$ cat src/rtl/core/psis_pkg.sv
// Shared types, constants and the hash fold for the pair-sum index search unit.
// No dependencies; every other file of the block but psis_checker imports this package.
`default_nettype none

package psis_pkg;

    // Array and table geometry. TABLE_SLOTS must stay a power of two: the hash
    // keeps the low address bits of the folded product.
    localparam int unsigned MAX_LEN     = 1024;
    localparam int unsigned TABLE_SLOTS = 2048;
    localparam int unsigned QUEUE_DEPTH = 2;

    localparam int unsigned VALUE_W  = 32;
    localparam int unsigned INDEX_W  = 10;
    localparam int unsigned STATUS_W = 2;
    localparam int unsigned SLOT_W   = $clog2(TABLE_SLOTS);
    localparam int unsigned COUNT_W  = $clog2(MAX_LEN + 1);
    localparam int unsigned QPTR_W   = (QUEUE_DEPTH > 1) ? $clog2(QUEUE_DEPTH) : 1;
    localparam int unsigned QCNT_W   = $clog2(QUEUE_DEPTH + 1);

    // Array generation tag kept with every slot; zero marks a swept slot.
    localparam int unsigned EPOCH_W   = 8;
    localparam int unsigned EPOCH_MAX = (1 << EPOCH_W) - 1;

    localparam logic [VALUE_W-1:0] HASH_MULT = 32'h9E37_79B1;

    typedef enum logic [STATUS_W-1:0] {
        STATUS_NONE     = 2'd0,
        STATUS_FOUND    = 2'd1,
        STATUS_OVERFLOW = 2'd2
    } status_t;

    // One classified element on its way from front to back.
    typedef struct packed {
        logic [VALUE_W-1:0] value;
        logic [VALUE_W-1:0] comp;
        logic [SLOT_W-1:0]  hash_c;
        logic [SLOT_W-1:0]  hash_v;
        logic               last;
        logic               first;
    } psis_item_t;

    // One table slot as stored in the slot memory.
    typedef struct packed {
        logic [EPOCH_W-1:0] tag;
        logic [INDEX_W-1:0] position;
        logic [VALUE_W-1:0] value;
    } psis_slot_t;

    // Fold the low product word and keep the slot address bits.
    function automatic logic [SLOT_W-1:0] hash_fold(input logic [VALUE_W-1:0] prod);
        logic [VALUE_W-1:0] h;
        h = prod ^ (prod >> 16);
        return h[SLOT_W-1:0];
    endfunction

endpackage

`default_nettype wire

$ cat src/rtl/core/psis_queue.sv
// Short queue of classified elements between front and back.
// Depends on psis_pkg.
`default_nettype none

module psis_queue import psis_pkg::*; (
    input  wire logic       aclk,
    input  wire logic       aresetn,
    input  wire logic       wr_valid,
    output logic            wr_ready,
    input  wire psis_item_t wr_item,
    output logic            rd_valid,
    input  wire logic       rd_ready,
    output psis_item_t      rd_item
);

    psis_item_t         entry_reg [QUEUE_DEPTH];
    logic [QPTR_W-1:0]  wr_ptr_reg;
    logic [QPTR_W-1:0]  rd_ptr_reg;
    logic [QCNT_W-1:0]  fill_reg;

    logic push;
    logic pop;

    assign wr_ready = fill_reg != QCNT_W'(QUEUE_DEPTH);
    assign rd_valid = fill_reg != '0;
    assign push     = wr_valid && wr_ready;
    assign pop      = rd_valid && rd_ready;
    assign rd_item  = entry_reg[rd_ptr_reg];

    function automatic logic [QPTR_W-1:0] ptr_step(input logic [QPTR_W-1:0] p);
        return (p == QPTR_W'(QUEUE_DEPTH - 1)) ? '0 : p + 1'b1;
    endfunction

    always_ff @(posedge aclk) begin
        if (!aresetn) begin
            wr_ptr_reg <= '0;
            rd_ptr_reg <= '0;
            fill_reg   <= '0;
        end else begin
            if (push) begin
                wr_ptr_reg <= ptr_step(wr_ptr_reg);
            end
            if (pop) begin
                rd_ptr_reg <= ptr_step(rd_ptr_reg);
            end
            if (push && !pop) begin
                fill_reg <= fill_reg + 1'b1;
            end else if (pop && !push) begin
                fill_reg <= fill_reg - 1'b1;
            end
        end
    end

    always_ff @(posedge aclk) begin
        if (push) begin
            entry_reg[wr_ptr_reg] <= wr_item;
        end
    end

endmodule

`default_nettype wire

$ cat config.mk
export PLATFORM = sky130hd
export DESIGN_NAME = psis_queue
export DESIGN_NICKNAME = d
export VERILOG_FILES = /design/src/rtl/core/psis_pkg.sv /design/src/rtl/core/psis_queue.sv
export SDC_FILE = /design/constraint.sdc
export NUM_CORES = 1
export LEC_CHECK = 0
export ABC_AREA = 1
export BUFFER_PORTS_ARGS = -buffer_cell sky130_fd_sc_hd__clkbuf_2
export CAP_MARGIN = 30
export CORE_MARGIN = 2
export CORE_UTILIZATION = 52
export CTS_CLUSTER_DIAMETER = 200
export DETAILED_ROUTE_END_ITERATION = 8
export PLACE_DENSITY_LB_ADDON = 0.1
export REMOVE_ABC_BUFFERS = 1
export SKIP_CTS_REPAIR_TIMING = 1
export SYNTH_ARGS = -nofsm -noshare
export SYNTH_HDL_FRONTEND = slang
export SYNTH_SLANG_ARGS = --single-unit
$ cat constraint.sdc
create_clock -name aclk -period 7 [get_ports aclk]
set_input_delay 1.05 -clock aclk [delete_from_list [all_inputs] [get_ports aclk]]
set_output_delay 1.05 -clock aclk [all_outputs]
set_load 0.02 [all_outputs]
Yosys cells after proc, flatten, opt, wreduce, memory -nomap -nowiden
Memory sizes are Yosys's and may differ from the RTL's. A register that Yosys moved wholly into a read port is not among the register bits.
Index checks and enable logic that the tools add are counted.
- $add $sub $neg: 4
- equality and inequality tests: 1
- mux-type cells: 8
- reductions and logical operators: 8
- operators with widths (kind ; count):
    $mux 1 ; 6
    $logic_and 1x1->1 ; 4
    $mux 2 ; 2
    $reduce_bool 2->1 ; 2
    $add 1x1->1 const B ; 2
    $add 2x1->2 const B ; 1
    $logic_not 1->1 ; 2
    $ne 2x2->1 const B ; 1
    $sub 2x1->2 const B ; 1
- word-level logic and storage cells: 25
- bits in writable memories: 176
- output and inout bits: 90
- memories: 1
- input port bits: 92
- flip-flop bits (word level): 4
- memories (memory ; words ; bits a word ; read ports ; clocked after Yosys merged registers in ; wr ports ; line ; RTL):
    entry_reg ; 2 ; 88 ; 1 ; 1 ; 1 ; psis_queue.sv:16 ; psis_item_t entry_reg [QUEUE_DEPTH];

Longest topological paths before layout
- word-level depth: 6
- depth in mapped cells: 11

Worst setup path after synthesis
No wires, ideal clock.
- path type: input -> register
- start point: input wr_valid
- end point: memory entry_reg[0][0] in the netlist's numbering (enable)
- slack: 1.650 ns
- data arrival time: 4.815 ns
- stages on the path: 2
- setup time: 0.535 ns
- cells stage by stage: nand2_1 -> nor2_1
- cells in the longest elaborated chain, start to end: 3
- RTL lines (element ; line ; RTL):
    start: declaration ; psis_queue.sv:8 ; input wire logic wr_valid,
    $logic_and 1x1->1 ; psis_queue.sv:26 ; assign push = wr_valid && wr_ready;
    $mux 1 ; psis_queue.sv:55 ; if (push) begin
    $mux 1 (not written as such) ; psis_queue.sv:56 ; entry_reg[wr_ptr_reg] <= wr_item;
    end: declaration ; psis_queue.sv:16 ;
Every way passes these cells.

==> impl_results.md <==
* Status: complete, no violations
* Most frequent cell after synthesis: edfxtp_1
* Chip width at 117.2 um
* Internal Pwr Total at about 2100 uW
* CTS sink cnt at 181
* Reg clk slew, reported paths at about 70 ps
* Top post-synthesis cells by area: edfxtp_1 (79%), mux2_2 (11%), mux2_4 (4.5%)
* # nets final at roughly 600
* Distinct cell type count after synthesis at 15
* Flop pwr share at 46.5%
* Dpl ws at 3944 ps
* Average vias per placed instance at 4.919
* Largest net degree at the start of global routing at 67
* ANT nets after route at 0
* FP Rows at 41
* Critical path endpoint category: output port
* Fill cell count at 883
* Post-synth design cell area at 6666 sq um
* Initial Utilization at a little over half
* Multi-input logic area at ~1200 sq um
* Routed wire length at about 12,000 um
* Die H at 117.2 um
* Max Cap Viol at 0
* Area grow syn2layout at 25.11%
* Synth cell count leaders: edfxtp_1 (176), mux2_2 (68), mux2_4 (20), nand2_1 (9)
* Clk network pwr share at about 28%
* Synth top area share at 79.28%
* Clock Skew at just over 9 ps
* Setup TNS at 0 ps
* Die footprint at 13,740 sq um
* Max_slew headroom at 37.38%
* CP max-delay cell: buf_4
* Clock buffer count from CTS at 17
* H-tree levels at 4
* Antenna violations before repair at 0
* GRT Residual Overflow at 0
* Setup Viol. Count Final at 0
* Switching Fraction at 29.90%
* Worst VDD drop at roughly 0.00020 V
* Combinational share of power at 25.8%
* Detailed Routing Iterations Pass 1 at 4
* Ys flop type: edfxtp_1
* Via count at 3,399
* Crit share post-route at a little under 50%
* Syn Inst Count at 311
* Final Hold Fails at 0
* Largest register FFs at ~180
* Syn avg cell area at 21.44 sq um
* RSZ-0062 raised after global routing: false
* Placer Congestion at 0.6989
* Max Buffers Root-to-Sink at 2
* #FFs+latches synth at 181
* Achievable frequency at 289.9 MHz
* FF+latch area at 5389 sq um
* Crit-path cells: buf_4 > mux2_2 > clkbuf_2
* Max FO, Critical Path at 66
* Async SR Flop Fraction at 0%
* Final min period at ~3400 ps
* Antenna cells at 0
* Worst Path Required at 5950 ps
* Wirelength per Cell at ~17 um
* Post-synth EDFFs at 176
* Worst min path class: register to register
* Worst-skew pair later-pin latency at 410 ps
* YS warnings at 0
* Core area at 12,570 sq um
* Clk root buf: clkbuf_16
* Final WS setup at 3550 ps
* CTS tree: built
* Crit Path Category: register to output port
* Area leader, netlist: edfxtp_1
* Vias in the first global route at around 3,400
* Post-synthesis sequential area ratio at 80.78%
* PD cells at approximately 370 nW/um^2
* Least-Margin Pin Slew at 939.3 ps
* Global Route Usage Sum at 17.18%
* IO Pins at 182
* Setup crit start kind: register
* Port bufs at approximately 180
* Leak pwr at 0.003212 uW
* First-pass GRT wire length at 16,980 um
* Switch Pwr at a little over 900 uW
* CP max stage delay at 810 ps
* Final slew viol count at 0
* Initial DRC Count at 260
* DRC violations left at 0
* CP Data Arrival Time at 2400 ps
* Layout cells sized above 1 at 59.15%
* Post-DP HPWL at 7794 um
## critical path, delay by kind of cell, from the launching register on
family                 cells  cell delay [ps]
flip-flops                 1              560
buffers and inverters      2              970
multiplexers               1              440
## final timing paths
path              depth (start not counted)               end  slack [ps]        start
setup / recovery                          3       rd_item[23]        3550     register
hold / removal                            2          register         520   rd_ptr_reg
setup reg to reg                          5  entry_reg[0][48]        4630  fill_reg[0]
hold reg to reg                           2          register         520   rd_ptr_reg
## kinds of logic (layout without fill, tap and decap cells)
family / Yosys count / after routing / share of synthesized area (%)
AO/OA/AOI/OAI: 4 / 4 / 0.3378
flip-flops: 181 / 181 / 80.78
buffers and inverters: 18 / 226 / 1.577
adder cells (fa/ha/maj): 1 / 1 / 0.1877
multiplexers: 88 / 88 / 15.99
AND/OR/NAND/NOR: 19 / 19 / 1.126
## metrics by stage
stage	total power [uW]	instances	hold WS (ps)	util [%]	area, sq um
2_1_floorplan	1993	301	466.9	-	6591
3_3_place_gp	2209	657	479.8	61.69	7754
3_5_place_dp	2242	659	496.3	62.13	7809
4_1_cts	3090	691	517.0	66.36	8341
5_1_grt	3197	691	571.8	66.36	8341
6_report	3052	691	519.8	66.36	8341
## cell usage in the layout, fill, tap and decap left out
cell type,Yosys,layout
a21oi_1,1,1
buf_16,0,2
buf_4,0,3
clkbuf_16,0,17
clkbuf_2,0,181
clkinv_1,0,2
clkinv_2,0,3
clkinv_4,0,3
clkinvlp_4,0,3
dfxtp_1,5,4
dfxtp_4,0,1
edfxtp_1,176,176
ha_1,1,1
inv_1,8,8
inv_6,0,4
mux2_2,68,68
mux2_4,20,20
nand2_1,9,9
nand3_1,1,1
nand4_1,1,1
nor2_1,8,6
nor2_4,0,2
o21a_1,1,1
o21ai_0,2,2
## power groups by stage
stage / clock [uW] / sequential, uW / combinational, uW
5_1_grt: 915 / 1430 / 847
4_1_cts: 867 / 1420 / 801
2_1_floorplan: 0 / 1480 / 513
3_5_place_dp: 0 / 1440 / 797
3_3_place_gp: 0 / 1440 / 772
6_report: 847 / 1420 / 786
## area by class of cell
class                      count  area share, %
multi-input combinational    112          14.28
clock buffer                  17          5.101
inverter                       8         0.3600
sequential                   181          64.61
tap                          172          2.580
clock inverter                15          1.275
timing repair buffer         186          11.79
## layer usage
| metal | GRT usage [%] | vias up | wire length, um |
|---|---|---|---|
| met1 | 21.76 | 1663 | 4706 |
| met3 | 6.437 | 12 | 884 |
| met4 | 6.510 | 0 | 179 |
| li1 | - | 1608 | - |
| met2 | 27.24 | 116 | 5829 |
| met5 | 0 | - | 0 |
(Power assumes the default switching activity.)
