**src/rtl/core/psis_pkg.sv**
```systemverilog
// Shared types, constants and the hash fold for the pair-sum index search unit.
// No dependencies; every other file of the block but psis_checker imports this package.
`default_nettype none

package psis_pkg;

    // Array and table geometry. TABLE_SLOTS must stay a power of two: the hash
    // keeps the low address bits of the folded product.
    localparam int unsigned MAX_LEN     = 1024;
    localparam int unsigned TABLE_SLOTS = 2048;
    localparam int unsigned QUEUE_DEPTH = 2;

    localparam int unsigned VALUE_W  = 32;
    localparam int unsigned INDEX_W  = 10;
    localparam int unsigned STATUS_W = 2;
    localparam int unsigned SLOT_W   = $clog2(TABLE_SLOTS);
    localparam int unsigned COUNT_W  = $clog2(MAX_LEN + 1);
    localparam int unsigned QPTR_W   = (QUEUE_DEPTH > 1) ? $clog2(QUEUE_DEPTH) : 1;
    localparam int unsigned QCNT_W   = $clog2(QUEUE_DEPTH + 1);

    // Array generation tag kept with every slot; zero marks a swept slot.
    localparam int unsigned EPOCH_W   = 8;
    localparam int unsigned EPOCH_MAX = (1 << EPOCH_W) - 1;

    localparam logic [VALUE_W-1:0] HASH_MULT = 32'h9E37_79B1;

    typedef enum logic [STATUS_W-1:0] {
        STATUS_NONE     = 2'd0,
        STATUS_FOUND    = 2'd1,
        STATUS_OVERFLOW = 2'd2
    } status_t;

    // One classified element on its way from front to back.
    typedef struct packed {
        logic [VALUE_W-1:0] value;
        logic [VALUE_W-1:0] comp;
        logic [SLOT_W-1:0]  hash_c;
        logic [SLOT_W-1:0]  hash_v;
        logic               last;
        logic               first;
    } psis_item_t;

    // One table slot as stored in the slot memory.
    typedef struct packed {
        logic [EPOCH_W-1:0] tag;
        logic [INDEX_W-1:0] position;
        logic [VALUE_W-1:0] value;
    } psis_slot_t;

    // Fold the low product word and keep the slot address bits.
    function automatic logic [SLOT_W-1:0] hash_fold(input logic [VALUE_W-1:0] prod);
        logic [VALUE_W-1:0] h;
        h = prod ^ (prod >> 16);
        return h[SLOT_W-1:0];
    endfunction

endpackage

`default_nettype wire

```
**src/rtl/core/psis_front.sv**
```systemverilog
// Front part: accepts elements, holds the target register, forms the complement
// and both hash addresses. Depends on psis_pkg.
`default_nettype none

module psis_front import psis_pkg::*; (
    input  wire logic               aclk,
    input  wire logic               aresetn,
    input  wire logic               cfg_we,
    input  wire logic [VALUE_W-1:0] cfg_wdata,
    input  wire logic               s_tvalid,
    output logic                    s_tready,
    input  wire logic [VALUE_W-1:0] s_tdata,
    input  wire logic               s_tlast,
    output logic                    item_valid,
    output psis_item_t              item,
    input  wire logic               item_ready
);

    logic [VALUE_W-1:0] target_reg;
    logic               first_pending_reg;

    logic               s1_valid_reg;
    logic [VALUE_W-1:0] s1_value_reg;
    logic [VALUE_W-1:0] s1_comp_reg;
    logic               s1_last_reg;
    logic               s1_first_reg;

    logic               s2_valid_reg;
    logic [VALUE_W-1:0] s2_value_reg;
    logic [VALUE_W-1:0] s2_comp_reg;
    logic [VALUE_W-1:0] s2_prod_c_reg;
    logic [VALUE_W-1:0] s2_prod_v_reg;
    logic               s2_last_reg;
    logic               s2_first_reg;

    logic s1_take;
    logic s2_take;
    logic s_accept;

    assign s2_take  = !s2_valid_reg || item_ready;
    assign s1_take  = !s1_valid_reg || s2_take;
    assign s_tready = s1_take;
    assign s_accept = s_tvalid && s1_take;

    always_ff @(posedge aclk) begin
        if (!aresetn) begin
            target_reg        <= '0;
            first_pending_reg <= 1'b1;
            s1_valid_reg      <= 1'b0;
            s2_valid_reg      <= 1'b0;
        end else begin
            if (cfg_we) begin
                target_reg <= cfg_wdata;
            end
            if (s_accept) begin
                first_pending_reg <= s_tlast;
            end
            if (s1_take) begin
                s1_valid_reg <= s_tvalid;
            end
            if (s2_take) begin
                s2_valid_reg <= s1_valid_reg;
            end
        end
    end

    always_ff @(posedge aclk) begin
        if (s_accept) begin
            s1_value_reg <= s_tdata;
            s1_comp_reg  <= target_reg - s_tdata;
            s1_last_reg  <= s_tlast;
            s1_first_reg <= first_pending_reg;
        end
        if (s2_take && s1_valid_reg) begin
            s2_value_reg  <= s1_value_reg;
            s2_comp_reg   <= s1_comp_reg;
            s2_prod_c_reg <= s1_comp_reg * HASH_MULT;
            s2_prod_v_reg <= s1_value_reg * HASH_MULT;
            s2_last_reg   <= s1_last_reg;
            s2_first_reg  <= s1_first_reg;
        end
    end

    assign item_valid   = s2_valid_reg;
    assign item.value   = s2_value_reg;
    assign item.comp    = s2_comp_reg;
    assign item.hash_c  = hash_fold(s2_prod_c_reg);
    assign item.hash_v  = hash_fold(s2_prod_v_reg);
    assign item.last    = s2_last_reg;
    assign item.first   = s2_first_reg;

endmodule

`default_nettype wire

```
**config.mk**
```make
export PLATFORM = sky130hd
export DESIGN_NAME = psis_front
export DESIGN_NICKNAME = d
export VERILOG_FILES = /design/src/rtl/core/psis_pkg.sv /design/src/rtl/core/psis_front.sv
export SDC_FILE = /design/constraint.sdc
export NUM_CORES = 1
export LEC_CHECK = 0
export ABC_AREA = 1
export ABC_CLOCK_PERIOD_IN_PS = 7750
export BUFFER_PORTS_ARGS = -buffer_cell sky130_fd_sc_hd__buf_4
export CAP_MARGIN = 0
export CORE_ASPECT_RATIO = 2
export CORE_MARGIN = 5
export CORE_UTILIZATION = 43
export DETAILED_ROUTE_END_ITERATION = 10
export PLACE_DENSITY = 0.68
export SLEW_MARGIN = 10
export SYNTH_ARGS = -nofsm -noshare
export SYNTH_HDL_FRONTEND = slang
export SYNTH_SLANG_ARGS = --single-unit
```
**constraint.sdc**
```tcl
create_clock -name aclk -period 7.75 [get_ports aclk]
set_input_delay 0.775 -clock aclk [delete_from_list [all_inputs] [get_ports aclk]]
set_output_delay 0.775 -clock aclk [all_outputs]
set_load 0.02 [all_outputs]
```
; Yosys cells after proc, flatten, opt, wreduce, memory -nomap -nowiden
; Cells that the tools add are included.
[word_totals]
reg_bits = 221
input_bits = 70
output_inout_bits = 90
wordCells = 25
[classes]
n_addsub = 1
multipliers = 2
bitwise = 2
reduce_logical = 6
[op_table]
columns = op, n
row1 = multiplier 32 x 32 -> 27 bit (second input constant), 2
row2 = subtractor 32 bit, 1
row3 = XOR 11 bit, 2
row4 = logical AND 1 bit, 2
row5 = logical NOT 1 bit, 2
row6 = logical OR 1 bit, 2

; Logic depth before layout (Yosys ltp)
; Gate-level depths: netlist of the first run.
[depth]
ltp_word = 4
mapped_depth = 29
mapped_depth_nobuf = 29

; Least setup slack after synthesis of the first run
; No wires, ideal clock.
[synth_timing]
path_kind = in2reg
from = input item_ready
to = register s2_comp_reg[0], enable pin
setup_time_ns = 0.597
arrival_time_ns = 5.737
required_time_ns = 7.153
slack_ns = 1.417
path_stages = 2
n_path_buf = 0
cell_sequence = inv_1 a21oi_1
[synth_via]
elab_chain_cells = 2
[synth_rtl]
columns = item, line_no
row1 = "start, declared", psis_front.sv:16  ; input wire logic item_ready
row2 = logical OR 1 bit, psis_front.sv:40  ; assign s2_take = !s2_valid_reg || item_ready;
row3 = logical AND 1 bit, psis_front.sv:74  ; if (s2_take && s1_valid_reg) begin
row4 = "end signal, assigned", psis_front.sv:76  ; s2_comp_reg <= s1_comp_reg;
row5 = "end, declared", psis_front.sv:30  ; logic [VALUE_W-1:0] s2_comp_reg;
; Every way passes these cells.
; A chain may end at the register's enable or synchronous reset.

; Worst setup path after layout of the first run
[layout_timing]
from = register s1_comp_reg[8]
to = register s2_prod_c_reg[26], data pin
[layout_via]
elab_chain_cells = 1
[layout_rtl]
columns = item, line_no
row1 = "start, declared", psis_front.sv:24  ; logic [VALUE_W-1:0] s1_comp_reg;
row2 = "start signal, assigned", psis_front.sv:70  ; s1_comp_reg <= target_reg - s_tdata;
row3 = multiplier 32 x 32 -> 27 bit, psis_front.sv:77  ; s2_prod_c_reg <= s1_comp_reg * HASH_MULT;
row4 = "end signal, assigned", psis_front.sv:77
row5 = "end, declared", psis_front.sv:31  ; logic [VALUE_W-1:0] s2_prod_c_reg;
; Every way passes these cells.

==> results of run 1 <==
metrics by stage:
step	cells	area [µm²]	util [%]
2_1_floorplan	2185	21300	-
3_3_place_gp	2974	23200	47.3
3_5_place_dp	2974	23200	47.3
4_1_cts	3011	23900	48.7
5_1_grt	3011	23900	48.7
6_report	3011	23900	48.7
kinds of logic after synthesis:
logic type                 Yosys count
and+or+nand+nor                    437
AOI/OAI and AO/OA                  209
xor gates and xnor gates           105
DFF                                203
buffers and inverters              655
adders and majority gates          576
placed cells by master, fill, tap and decap left out, types with 2 or more instances in the layout:
master / count
sky130_fd_sc_hd__bufinv_16: 2
sky130_fd_sc_hd__edfxtp_1: 168
sky130_fd_sc_hd__o21ai_1: 2
sky130_fd_sc_hd__clkbuf_16: 21
sky130_fd_sc_hd__ha_1: 313
sky130_fd_sc_hd__xnor2_1: 25
sky130_fd_sc_hd__a31oi_1: 6
sky130_fd_sc_hd__nand4_1: 12
sky130_fd_sc_hd__xor2_1: 80
sky130_fd_sc_hd__clkbuf_1: 4
sky130_fd_sc_hd__o211ai_1: 4
sky130_fd_sc_hd__clkinv_1: 5
sky130_fd_sc_hd__a21o_1: 12
sky130_fd_sc_hd__o31ai_1: 3
sky130_fd_sc_hd__a21oi_1: 95
sky130_fd_sc_hd__nand2_1: 223
sky130_fd_sc_hd__clkinv_2: 4
sky130_fd_sc_hd__nand3_1: 48
sky130_fd_sc_hd__dfxtp_1: 35
sky130_fd_sc_hd__buf_4: 165
sky130_fd_sc_hd__o21ai_0: 76
sky130_fd_sc_hd__fa_1: 263
sky130_fd_sc_hd__inv_2: 2
sky130_fd_sc_hd__nand3b_1: 5
sky130_fd_sc_hd__nor4_1: 3
sky130_fd_sc_hd__inv_1: 633
sky130_fd_sc_hd__or2_2: 2
sky130_fd_sc_hd__o21bai_1: 3
sky130_fd_sc_hd__o21a_1: 2
sky130_fd_sc_hd__nor3_1: 6
sky130_fd_sc_hd__nor2_1: 126
sky130_fd_sc_hd__nand2_2: 7
layout make-up:
type	instances	area share (%)
multi-input cells	1327	54.7
clock inverters	12	0.482
flip-flops and latches	203	24.1
clock buffers	25	2.26
inverters	636	9.99
repair buffers	165	5.19
well taps	643	3.37
cell usage after synthesis, drive strengths merged (9+ instances only):
cell | instances | area share, %
buf | 10 | 0.35
clkbuf | 9 | 0.16
edfxtp | 168 | 24
nand3 | 49 | 1.2
nand2 | 230 | 4.1
a21o | 13 | 0.46
xnor2 | 25 | 1.0
dfxtp | 35 | 3.3
nand4 | 12 | 0.35
fa | 263 | 25
ha | 313 | 18
o21ai | 79 | 1.9
nor2 | 126 | 2.2
xor2 | 80 | 3.3
inv | 635 | 11
a21oi | 96 | 2.3
path summary, 6_finish.rpt:
| path | slack (ns) | end | cells after the start |
|---|---|---|---|
| worst min register to register | 0.42 | s2_first_reg | 0 |
| worst max register to register | 1.45 | s2_prod_c_reg[26] | 21 |
| worst min-delay path | 0.42 | s2_first_reg | 0 |
| worst max-delay path | 1.45 | s2_prod_c_reg[26] | 21 |
critical path: stages (launching register included):
cell	delay, ns
sky130_fd_sc_hd__edfxtp_1	0.68
sky130_fd_sc_hd__fa_1	0.64
sky130_fd_sc_hd__inv_1	0.05
sky130_fd_sc_hd__fa_1	0.55
sky130_fd_sc_hd__inv_1	0.06
sky130_fd_sc_hd__fa_1	0.51
sky130_fd_sc_hd__inv_1	0.06
sky130_fd_sc_hd__fa_1	0.53
sky130_fd_sc_hd__inv_1	0.05
sky130_fd_sc_hd__fa_1	0.45
sky130_fd_sc_hd__fa_1	0.49
sky130_fd_sc_hd__inv_1	0.05
sky130_fd_sc_hd__fa_1	0.47
sky130_fd_sc_hd__inv_1	0.05
sky130_fd_sc_hd__ha_1	0.39
sky130_fd_sc_hd__nand2_1	0.08
sky130_fd_sc_hd__nor3_1	0.40
sky130_fd_sc_hd__nand4_1	0.15
sky130_fd_sc_hd__nand3_1	0.19
sky130_fd_sc_hd__inv_1	0.06
sky130_fd_sc_hd__nand3_1	0.07
sky130_fd_sc_hd__nand2_1	0.07
per-layer routing:
metal	up-vias	share of wire [%]	GRT usage [%]
met2	463	54	41.2
met3	173	4.7	2.96
li1	7092	-	-
met1	7282	35	22.0
met4	0	6.8	12.4
met5	-	0	0
==> qor.txt, run 1 <==
TIMING
----------------------------------------------------------------------------------
Slew at the pin with the worst max-slew slack                             0.881 ns
Number of pins with negative max-slew slack in the final report                  0
Final clock period utilization by the worst path                             81.3%
Fmax                                                                     0.159 GHz
Number of hold violations in the final report                                    0
Setup Skew                                                               0.0213 ns
Setup repair after global routing missed its margin                             no
Worst relative slew slack                                                    41.3%
Setup slack of the critical path after layout                              1.45 ns
Crit path time final                                                       6.30 ns
Setup TNS                                                                     0 ns
Worst hold slack                                                          0.421 ns
Count of endpoints failing setup in the final report                             0

ROUTING
----------------------------------------------------------------------------------
Post-route DRC violation count                                                   0
Drt initial violations                                                         826
Via count                                                                    15000
Post-Route WL                                                             58400 µm
Vias per cell                                                                 4.99
Routed WL per cell                                                         19.4 µm
Post-DRT Antenna Nets                                                            0
First-pass detailed-route iteration total                                        5

DIE
----------------------------------------------------------------------------------
# rows                                                                         115
Count of pins on the block boundary                                            160
Horizontal die dimension                                                    167 µm
Core Area                                                                49100 µm²
Initial Utilization                                                          43.4%
Die height                                                                  325 µm
Die area                                                                 54300 µm²

CRITICAL PATH
----------------------------------------------------------------------------------
Startpoint of the worst setup timing path                             s1_comp_reg[8]
Worst path required time                                                   8.03 ns
Type of the worst setup path                                          register to register
Arrival time reported for the critical path endpoint                       6.58 ns
Category of the worst setup path launch point                             register
FF-to-FF Start                                                        s1_comp_reg[8]
Maximum fanout encountered on the critical timing path                          10
Element type at the critical path end                                     register

CLOCK NETWORK
----------------------------------------------------------------------------------
Clk root buf                                                          sky130_fd_sc_hd__clkbuf_16
Register clock-pin slew on the reported worst setup and hold paths         0.06 ns
Quantity of hold-fixing buffers added after cts                                  0
CTS H-tree depth                                                                 1
Total of cells resized after clock tree synthesis                                0
Clock tree buffer depth                                                          3
TritonCTS clock tree                                                          done
Post-CTS Setup Repair Bufs                                                       0
Total clock buffers created by CTS                                              21
Worst skew pair latency                                                    0.55 ns
Clock sink count                                                               203

PLACE
----------------------------------------------------------------------------------
Final Wtd Congestion                                                         0.976
Post-place setup slack                                                     1.48 ns
Final HPWL from detailed placement                                        50400 µm
Number of I/O port buffers                                                     159

WORST HOLD PATH
----------------------------------------------------------------------------------
Hold Path Origin                                                      s1_first_reg
Worst hold-check path type                                            register to register

YOSYS
----------------------------------------------------------------------------------
Number of enable flip-flop cells after synthesis                               168
Post-synthesis net count                                                      2831
Multiplexer area fraction after synthesis                                       0%
Dominant combinational cell family by area after synthesis             adder cells
Total of flip-flops plus latches after synthesis                               203
Post-Syn Instances                                                            2185
Number of distinct library cells after synthesis                                39
Share of the synthesized netlist area taken by xor and xnor gates            4.32%
Fraction of registers with async set/reset                                      0%
Register area share after synthesis                                          27.0%
Netlist area before placement                                            21300 µm²
Total number of yosys warnings                                                   0
Area share of fa/ha/maj cells after synthesis                                43.1%
Post-synthesis compound-gate area fraction                                   5.31%
Per-instance average area after synthesis                                 9.74 µm²
Simple-gate share of the synthesized area                                    8.52%
Top flip-flop cell by instance count after synthesis                  sky130_fd_sc_hd__edfxtp_1

FINISH
----------------------------------------------------------------------------------
Final net count                                                               3000
Area growth from synthesis to layout                                         12.2%
Share of final-layout standard cells stronger than drive strength 1          8.91%
# fillers                                                                     4581
ANT cells                                                                        0
Sequential cell area                                                      5750 µm²
Footprint of the multi-input gates                                       13100 µm²

GRT
----------------------------------------------------------------------------------
Vias in the first global route                                               16700
Antenna violations before repair                                                 0
Largest net degree at the start of global routing                               66
Overall overflow remaining after global route                                    0
Global-route total usage across every layer                                  21.6%
Global-route wire length before repair                                    90600 µm

FLOW RUN
----------------------------------------------------------------------------------
Number of maximum-capacitance constraint violations                              0

STATUS
----------------------------------------------------------------------------------
Outcome                                                                  completed

Power of run 1 is left out: the tool's default activity adds up to more than one toggle a clock period on the data nets, which glitch-free logic cannot reach.
==> run 2: changes to the inputs <==
- ABC_CLOCK_PERIOD_IN_PS: 7750 -> 5900
- clock period: 7.75 -> 5.9 ns (I/O delays scaled with it)
==> run 2 against run 1 <==
Global-route usage grew 0.24 points. Cell area rose by 4.6%. Flip-flop and latch count unchanged. Non-clock buffer count is 91 higher. Critical path depth fell by 1. Clock skew is 0.0026 ns lower. Register-to-register slack worse by 1.4 ns. Clock-buffer cell count grew 3. Critical path type unchanged.
==> qor.txt, run 2 (synthesis gave the netlist of run 1 again) <==
CRITICAL PATH
----------------------------------------------------------------------------------
Category of the worst setup path launch point                             register   unchanged
Worst-case reg-to-reg path depth                                                20   was 21
Element type at the critical path end                                     register   unchanged
Startpoint of the worst setup timing path                             s1_comp_reg[5]   was s1_comp_reg[8]
Type of the worst setup path                                          register to register   unchanged
Arrival time reported for the critical path endpoint                       6.13 ns   was 6.58 ns
Endpoint of the worst setup timing path                               s2_prod_c_reg[23]   was s2_prod_c_reg[26]
Reg2Reg Capture Point                                                 s2_prod_c_reg[23]   was s2_prod_c_reg[26]
Maximum fanout encountered on the critical timing path                           7   was 10
Worst path required time                                                   6.20 ns   was 8.03 ns
FF-to-FF Start                                                        s1_comp_reg[5]   was s1_comp_reg[8]
Reg2Reg Setup Slack                                                        0.07 ns   was 1.45 ns

GRT
----------------------------------------------------------------------------------
Largest net degree at the start of global routing                               60   was 66
Antenna violations before repair                                                 0   unchanged
Overall overflow remaining after global route                                    0   unchanged
Vias in the first global route                                               16900   was 16700
Global-route total usage across every layer                                  21.8%   was 21.6%
Global-route wire length before repair                                    91900 µm   was 90600 µm

DIE
----------------------------------------------------------------------------------
Horizontal die dimension                                                    167 µm   unchanged
Initial Utilization                                                          43.4%   unchanged
Die height                                                                  325 µm   unchanged
Count of pins on the block boundary                                            160   unchanged
# rows                                                                         115   unchanged
Die area                                                                 54300 µm²   unchanged
Core Area                                                                49100 µm²   unchanged

FINISH
----------------------------------------------------------------------------------
Commonest non-fill, non-tap cell in the layout                        sky130_fd_sc_hd__inv_1   unchanged
Share of final-layout standard cells stronger than drive strength 1          14.4%   was 8.91%
Final net count                                                               3092   was 3000
ANT cells                                                                        0   unchanged
# fillers                                                                     4514   was 4581
Core Util, Final                                                             50.9%   was 48.7%
Top library cells by usage in the layout, fill and taps aside         sky130_fd_sc_hd__inv_1, sky130_fd_sc_hd__ha_1, sky130_fd_sc_hd__fa_1   unchanged
Area growth from synthesis to layout                                         17.4%   was 12.2%

FLOW RUN
----------------------------------------------------------------------------------
Number of maximum-capacitance constraint violations                              0   unchanged

WORST HOLD PATH
----------------------------------------------------------------------------------
Worst hold-check path type                                            input port to register   was register to register
Hold Path Origin                                                           s_tlast   was s1_first_reg
Hold path depth                                                                  1   was 0

CLOCK NETWORK
----------------------------------------------------------------------------------
Clock tree buffer depth                                                          3   unchanged
Total clock buffers created by CTS                                              22   was 21
CTS H-tree depth                                                                 1   unchanged
Quantity of hold-fixing buffers added after cts                                  0   unchanged
TritonCTS clock tree                                                          done   unchanged
Worst skew pair latency                                                    0.55 ns   about the same
Clk root buf                                                          sky130_fd_sc_hd__clkbuf_16   unchanged
Clock sink count                                                               203   unchanged
Register clock-pin slew on the reported worst setup and hold paths         0.07 ns   was 0.06 ns

TIMING
----------------------------------------------------------------------------------
Number of pins with negative max-slew slack in the final report                  0   unchanged
Final clock period utilization by the worst path                             98.7%   was 81.3%
Worst relative slew slack                                                    44.6%   was 41.3%
Worst hold slack                                                          0.223 ns   was 0.421 ns
Slew at the pin with the worst max-slew slack                             0.830 ns   was 0.881 ns
Number of hold violations in the final report                                    0   unchanged
Crit path time final                                                       5.83 ns   was 6.30 ns
Setup Skew                                                               0.0187 ns   was 0.0213 ns
Fmax                                                                     0.172 GHz   was 0.159 GHz
Count of endpoints failing setup in the final report                             0   unchanged

ROUTING
----------------------------------------------------------------------------------
Post-Route WL                                                             59300 µm   was 58400 µm
Post-route DRC violation count                                                   0   unchanged
Via count                                                                    15200   was 15000
First-pass detailed-route iteration total                                        6   was 5
Vias per cell                                                                 4.89   was 4.99
Drt initial violations                                                         737   was 826
Post-DRT Antenna Nets                                                            0   unchanged
Routed WL per cell                                                         19.1 µm   was 19.4 µm

PLACE
----------------------------------------------------------------------------------
Final Wtd Congestion                                                         0.958   was 0.976
Final HPWL from detailed placement                                        51400 µm   was 50400 µm
Number of I/O port buffers                                                     159   unchanged

STATUS
----------------------------------------------------------------------------------
Outcome                                                                  completed   unchanged

[run 2: cell types whose count changed in the layout (fill, tap and decap cells not counted), moves of 5 or more]
cell and delta:
sky130_fd_sc_hd__buf_4 +85, sky130_fd_sc_hd__fa_1 -5, sky130_fd_sc_hd__fa_2 +5, sky130_fd_sc_hd__inv_1 -5, sky130_fd_sc_hd__inv_2 +5, sky130_fd_sc_hd__buf_6 +6, sky130_fd_sc_hd__ha_1 -11, sky130_fd_sc_hd__ha_4 +9
sky130_fd_sc_hd__a21oi_1 -5, sky130_fd_sc_hd__o21ai_0 -7, sky130_fd_sc_hd__a21oi_2 +5
[run 2: worst min path at each step]
stage          slack [ns]               end
2_1_floorplan        0.40   s2_comp_reg[27]
3_3_place_gp         0.40       s2_last_reg
3_5_place_dp         0.41   s2_comp_reg[30]
4_1_cts              0.19       s1_last_reg
5_1_grt              0.20  s1_value_reg[28]
6_report             0.22       s1_last_reg
[run 2: critical path, stage by stage, from the launching register on]
cell and delay, ns:
sky130_fd_sc_hd__edfxtp_1 0.55, sky130_fd_sc_hd__buf_4 0.26, sky130_fd_sc_hd__fa_1 0.51, sky130_fd_sc_hd__fa_1 0.56
sky130_fd_sc_hd__ha_1 0.14, sky130_fd_sc_hd__inv_1 0.05, sky130_fd_sc_hd__fa_1 0.48, sky130_fd_sc_hd__inv_1 0.06
sky130_fd_sc_hd__fa_1 0.53, sky130_fd_sc_hd__fa_1 0.50, sky130_fd_sc_hd__inv_1 0.05, sky130_fd_sc_hd__fa_1 0.47
sky130_fd_sc_hd__inv_1 0.04, sky130_fd_sc_hd__ha_1 0.35, sky130_fd_sc_hd__nand2_1 0.11, sky130_fd_sc_hd__nor2_1 0.36
sky130_fd_sc_hd__nand3_1 0.15, sky130_fd_sc_hd__nand2_1 0.15, sky130_fd_sc_hd__nand3_1 0.10, sky130_fd_sc_hd__nand2_1 0.08
sky130_fd_sc_hd__xor2_1 0.06
[run 2: cell type report]
| class | count | area, µm² | share of cell area [%] |
|---|---|---|---|
| repair buffers | 256 | 1940 | 7.78 |
| inverters | 636 | 2390 | 9.55 |
| flip-flops and latches | 203 | 5750 | 23.0 |
| clock inverters | 12 | 163 | 0.651 |
| well taps | 643 | 805 | 3.22 |
| clock buffers | 28 | 614 | 2.46 |
| multi-input cells | 1327 | 13300 | 53.3 |
[run 2: metal layers]
metal,GRT usage (%),vias up,wire length (µm)
li1,-,7283,-
met3,3.19,128,2560
met1,22.2,7394,20500
met5,0,-,0
met2,43.1,370,33200
met4,9.27,0,2930
[run 2: repair_timing]
item	CTS	global route
pin swaps	0	40
setup buffers	8	28
gates resized for setup	8	61
endpoints found under the setup margin	8	13
[run 2: through the flow]
stage / TNS (ns) / worst slack (ns) / std cells / cell area, µm²
global route: -0.104 / -0.0367 / 3105 / 25000
detailed placement: -0.693 / -0.305 / 3029 / 23600
floorplan: 0 / 0.198 / 2185 / 21300
global placement: -0.596 / -0.325 / 3029 / 23600
CTS: 0 / 0.00647 / 3077 / 24500
finish: 0 / 0.0744 / 3105 / 25000
Power of run 2 is left out for the same reason.
==> run 3: changes to the inputs <==
- PLACE_DENSITY: 0.68 -> not set
==> run 3 against run 2 <==
First-iteration DRC count shrank 24%. Via count up 0.58%. Final cell count down 0.93%. Fmax grew 0.66%. Global-route usage grew 0.59 points. Die area stayed put. Utilization shrank 0.58 points. Non-clock buffer count decreased by 29. Highest routed layer unchanged.
==> qor.txt, run 3 (synthesis gave the netlist of run 1 again) <==
CLOCK NETWORK
----------------------------------------------------------------------------------
CTS H-tree depth                                                                 1   unchanged
Register clock-pin slew on the reported worst setup and hold paths         0.09 ns   was 0.07 ns
Clock sink count                                                               203   unchanged
Clk root buf                                                          sky130_fd_sc_hd__clkbuf_16   unchanged
Clock tree buffer depth                                                          3   unchanged
Worst skew pair latency                                                    0.56 ns   was 0.55 ns
Total clock buffers created by CTS                                              22   unchanged
Quantity of hold-fixing buffers added after cts                                  0   unchanged
TritonCTS clock tree                                                          done   unchanged

CRITICAL PATH
----------------------------------------------------------------------------------
Crit path max-delay cell type                                         sky130_fd_sc_hd__o21ai_0   was sky130_fd_sc_hd__fa_1
Cell mode on critical path                                            sky130_fd_sc_hd__fa_1   unchanged
Maximum fanout encountered on the critical timing path                           7   unchanged
Type of the worst setup path                                          register to register   unchanged
Element type at the critical path end                                     register   unchanged
Category of the worst setup path launch point                             register   unchanged
Cell chain of the critical path                                       buf_4 -> ha_1 -> fa_1 -> fa_1 -> ha_1 -> fa_1 -> fa_1 -> inv_1 -> fa_1 -> inv_1 -> ha_1 -> nand2_1 -> o21ai_0 -> a21oi_1 -> nand2_1 -> nand3_1 -> nand2_1 -> xor2_1   was buf_4 -> fa_1 -> fa_1 -> ha_1 -> inv_1 -> fa_1 -> inv_1 -> fa_1 -> fa_1 -> inv_1 -> fa_1 -> inv_1 -> ha_1 -> nand2_1 -> nor2_1 -> nand3_1 -> nand2_1 -> nand3_1 -> nand2_1 -> xor2_1
Worst path required time                                                   6.30 ns   was 6.20 ns
Arrival time reported for the critical path endpoint                       6.19 ns   was 6.13 ns
Worst path max stage delay                                                 0.59 ns   was 0.56 ns

GRT
----------------------------------------------------------------------------------
Overall overflow remaining after global route                                    0   unchanged
Antenna violations before repair                                                 1   was 0
Global-route wire length before repair                                    93800 µm   was 91900 µm
Largest net degree at the start of global routing                               66   was 60
Vias in the first global route                                               17000   was 16900
Global-route total usage across every layer                                  22.4%   was 21.8%

TIMING
----------------------------------------------------------------------------------
Setup TNS                                                                     0 ns   unchanged
Slew at the pin with the worst max-slew slack                             0.852 ns   was 0.830 ns
Crit path time final                                                       5.79 ns   was 5.83 ns
Count of endpoints failing setup in the final report                             0   unchanged
Setup Skew                                                               0.0198 ns   was 0.0187 ns
Final clock period utilization by the worst path                             98.1%   was 98.7%
Number of hold violations in the final report                                    0   unchanged
Number of pins with negative max-slew slack in the final report                  0   unchanged
Fmax                                                                     0.173 GHz   was 0.172 GHz
Worst relative slew slack                                                    43.2%   was 44.6%

FINISH
----------------------------------------------------------------------------------
Share of final-layout standard cells stronger than drive strength 1          13.6%   was 14.4%
Post-route cell area                                                     24700 µm²   was 25000 µm²
Area growth from synthesis to layout                                         16.0%   was 17.4%
Final net count                                                               3063   was 3092
Commonest non-fill, non-tap cell in the layout                        sky130_fd_sc_hd__inv_1   unchanged
ANT cells                                                                        0   unchanged
Top library cells by usage in the layout, fill and taps aside         sky130_fd_sc_hd__inv_1, sky130_fd_sc_hd__ha_1, sky130_fd_sc_hd__fa_1   unchanged

PLACE
----------------------------------------------------------------------------------
Post-placement cell area                                                 23500 µm²   was 23600 µm²
Final HPWL from detailed placement                                        52300 µm   was 51400 µm
Number of I/O port buffers                                                     159   unchanged
Final Wtd Congestion                                                          1.02   was 0.958

ROUTING
----------------------------------------------------------------------------------
Routed WL per cell                                                         19.8 µm   was 19.1 µm
First-pass detailed-route iteration total                                        6   unchanged
Post-route DRC violation count                                                   0   unchanged
Post-Route WL                                                             60800 µm   was 59300 µm
Via count                                                                    15300   was 15200
Drt initial violations                                                         561   was 737
Vias per cell                                                                 4.96   was 4.89
Post-DRT Antenna Nets                                                            0   unchanged

DIE
----------------------------------------------------------------------------------
Die area                                                                 54300 µm²   unchanged
# rows                                                                         115   unchanged
Count of pins on the block boundary                                            160   unchanged
Core Area                                                                49100 µm²   unchanged
Initial Utilization                                                          43.4%   unchanged
Die height                                                                  325 µm   unchanged
Horizontal die dimension                                                    167 µm   unchanged

WORST HOLD PATH
----------------------------------------------------------------------------------
Worst hold-check path type                                            input port to register   unchanged

STATUS
----------------------------------------------------------------------------------
Outcome                                                                  completed   unchanged

FLOW RUN
----------------------------------------------------------------------------------
Number of maximum-capacitance constraint violations                              0   unchanged

==> run 3: worst paths after layout <==
| kind | slack (ns) | start | endpoint | cells after the start |
|---|---|---|---|---|
| setup / recovery | 0.11 | s1_comp_reg[8] | s2_prod_c_reg[23] | 18 |
| hold / removal | 0.23 | s_tdata[30] | s1_value_reg[30] | 1 |
| setup reg to reg | 0.11 | s1_comp_reg[8] | s2_prod_c_reg[23] | 18 |
| hold reg to reg | 0.42 | s1_comp_reg[27] | s2_comp_reg[27] | 0 |
==> run 3: metal layers <==
metal | routed length (µm) | global-route usage [%]
met1 | 20300 | 21.6
met2 | 33900 | 44.8
met3 | 2530 | 2.99
met4 | 4090 | 11.7
met5 | 0 | 0
==> run 3: layout make-up <==
type | count | area [µm²]
fill | 4585 | 24400
multi-input combinational | 1327 | 13300
sequential | 203 | 5750
inverter | 636 | 2390
timing repair buffer | 227 | 1720
tap | 643 | 805
clock buffer | 31 | 638
clock inverter | 9 | 62.6
==> run 3: repair_timing <==
item	in CTS	in global routing
pin swaps	0	31
gates cloned	0	0
setup endpoints to repair	5	14
buffers inserted	1	22
resized for setup	9	64
==> run 3: stage by stage <==
stage | cells | worst slack [ns] | util, % | hold slack [ns]
6_report | 3076 | 0.112 | 50.3 | 0.232
5_1_grt | 3076 | -0.0546 | 50.3 | 0.211
4_1_cts | 3054 | 0.00427 | 49.4 | 0.197
3_5_place_dp | 3013 | -0.257 | 47.9 | 0.405
3_3_place_gp | 3013 | -0.187 | 47.9 | 0.404
2_1_floorplan | 2185 | 0.198 | - | 0.400
==> run 3: worst max-delay path, delay by kind of cell, from the launching register on <==
kind                       cells  cell delay [ns]
DFF                            1             0.49
adders and majority gates      8             3.45
and+or+nand+nor                4             0.48
AOI/OAI and AO/OA              2             0.72
xor gates and xnor gates       1             0.17
buffers and inverters          3             0.34
Power of run 3 is left out for the same reason.
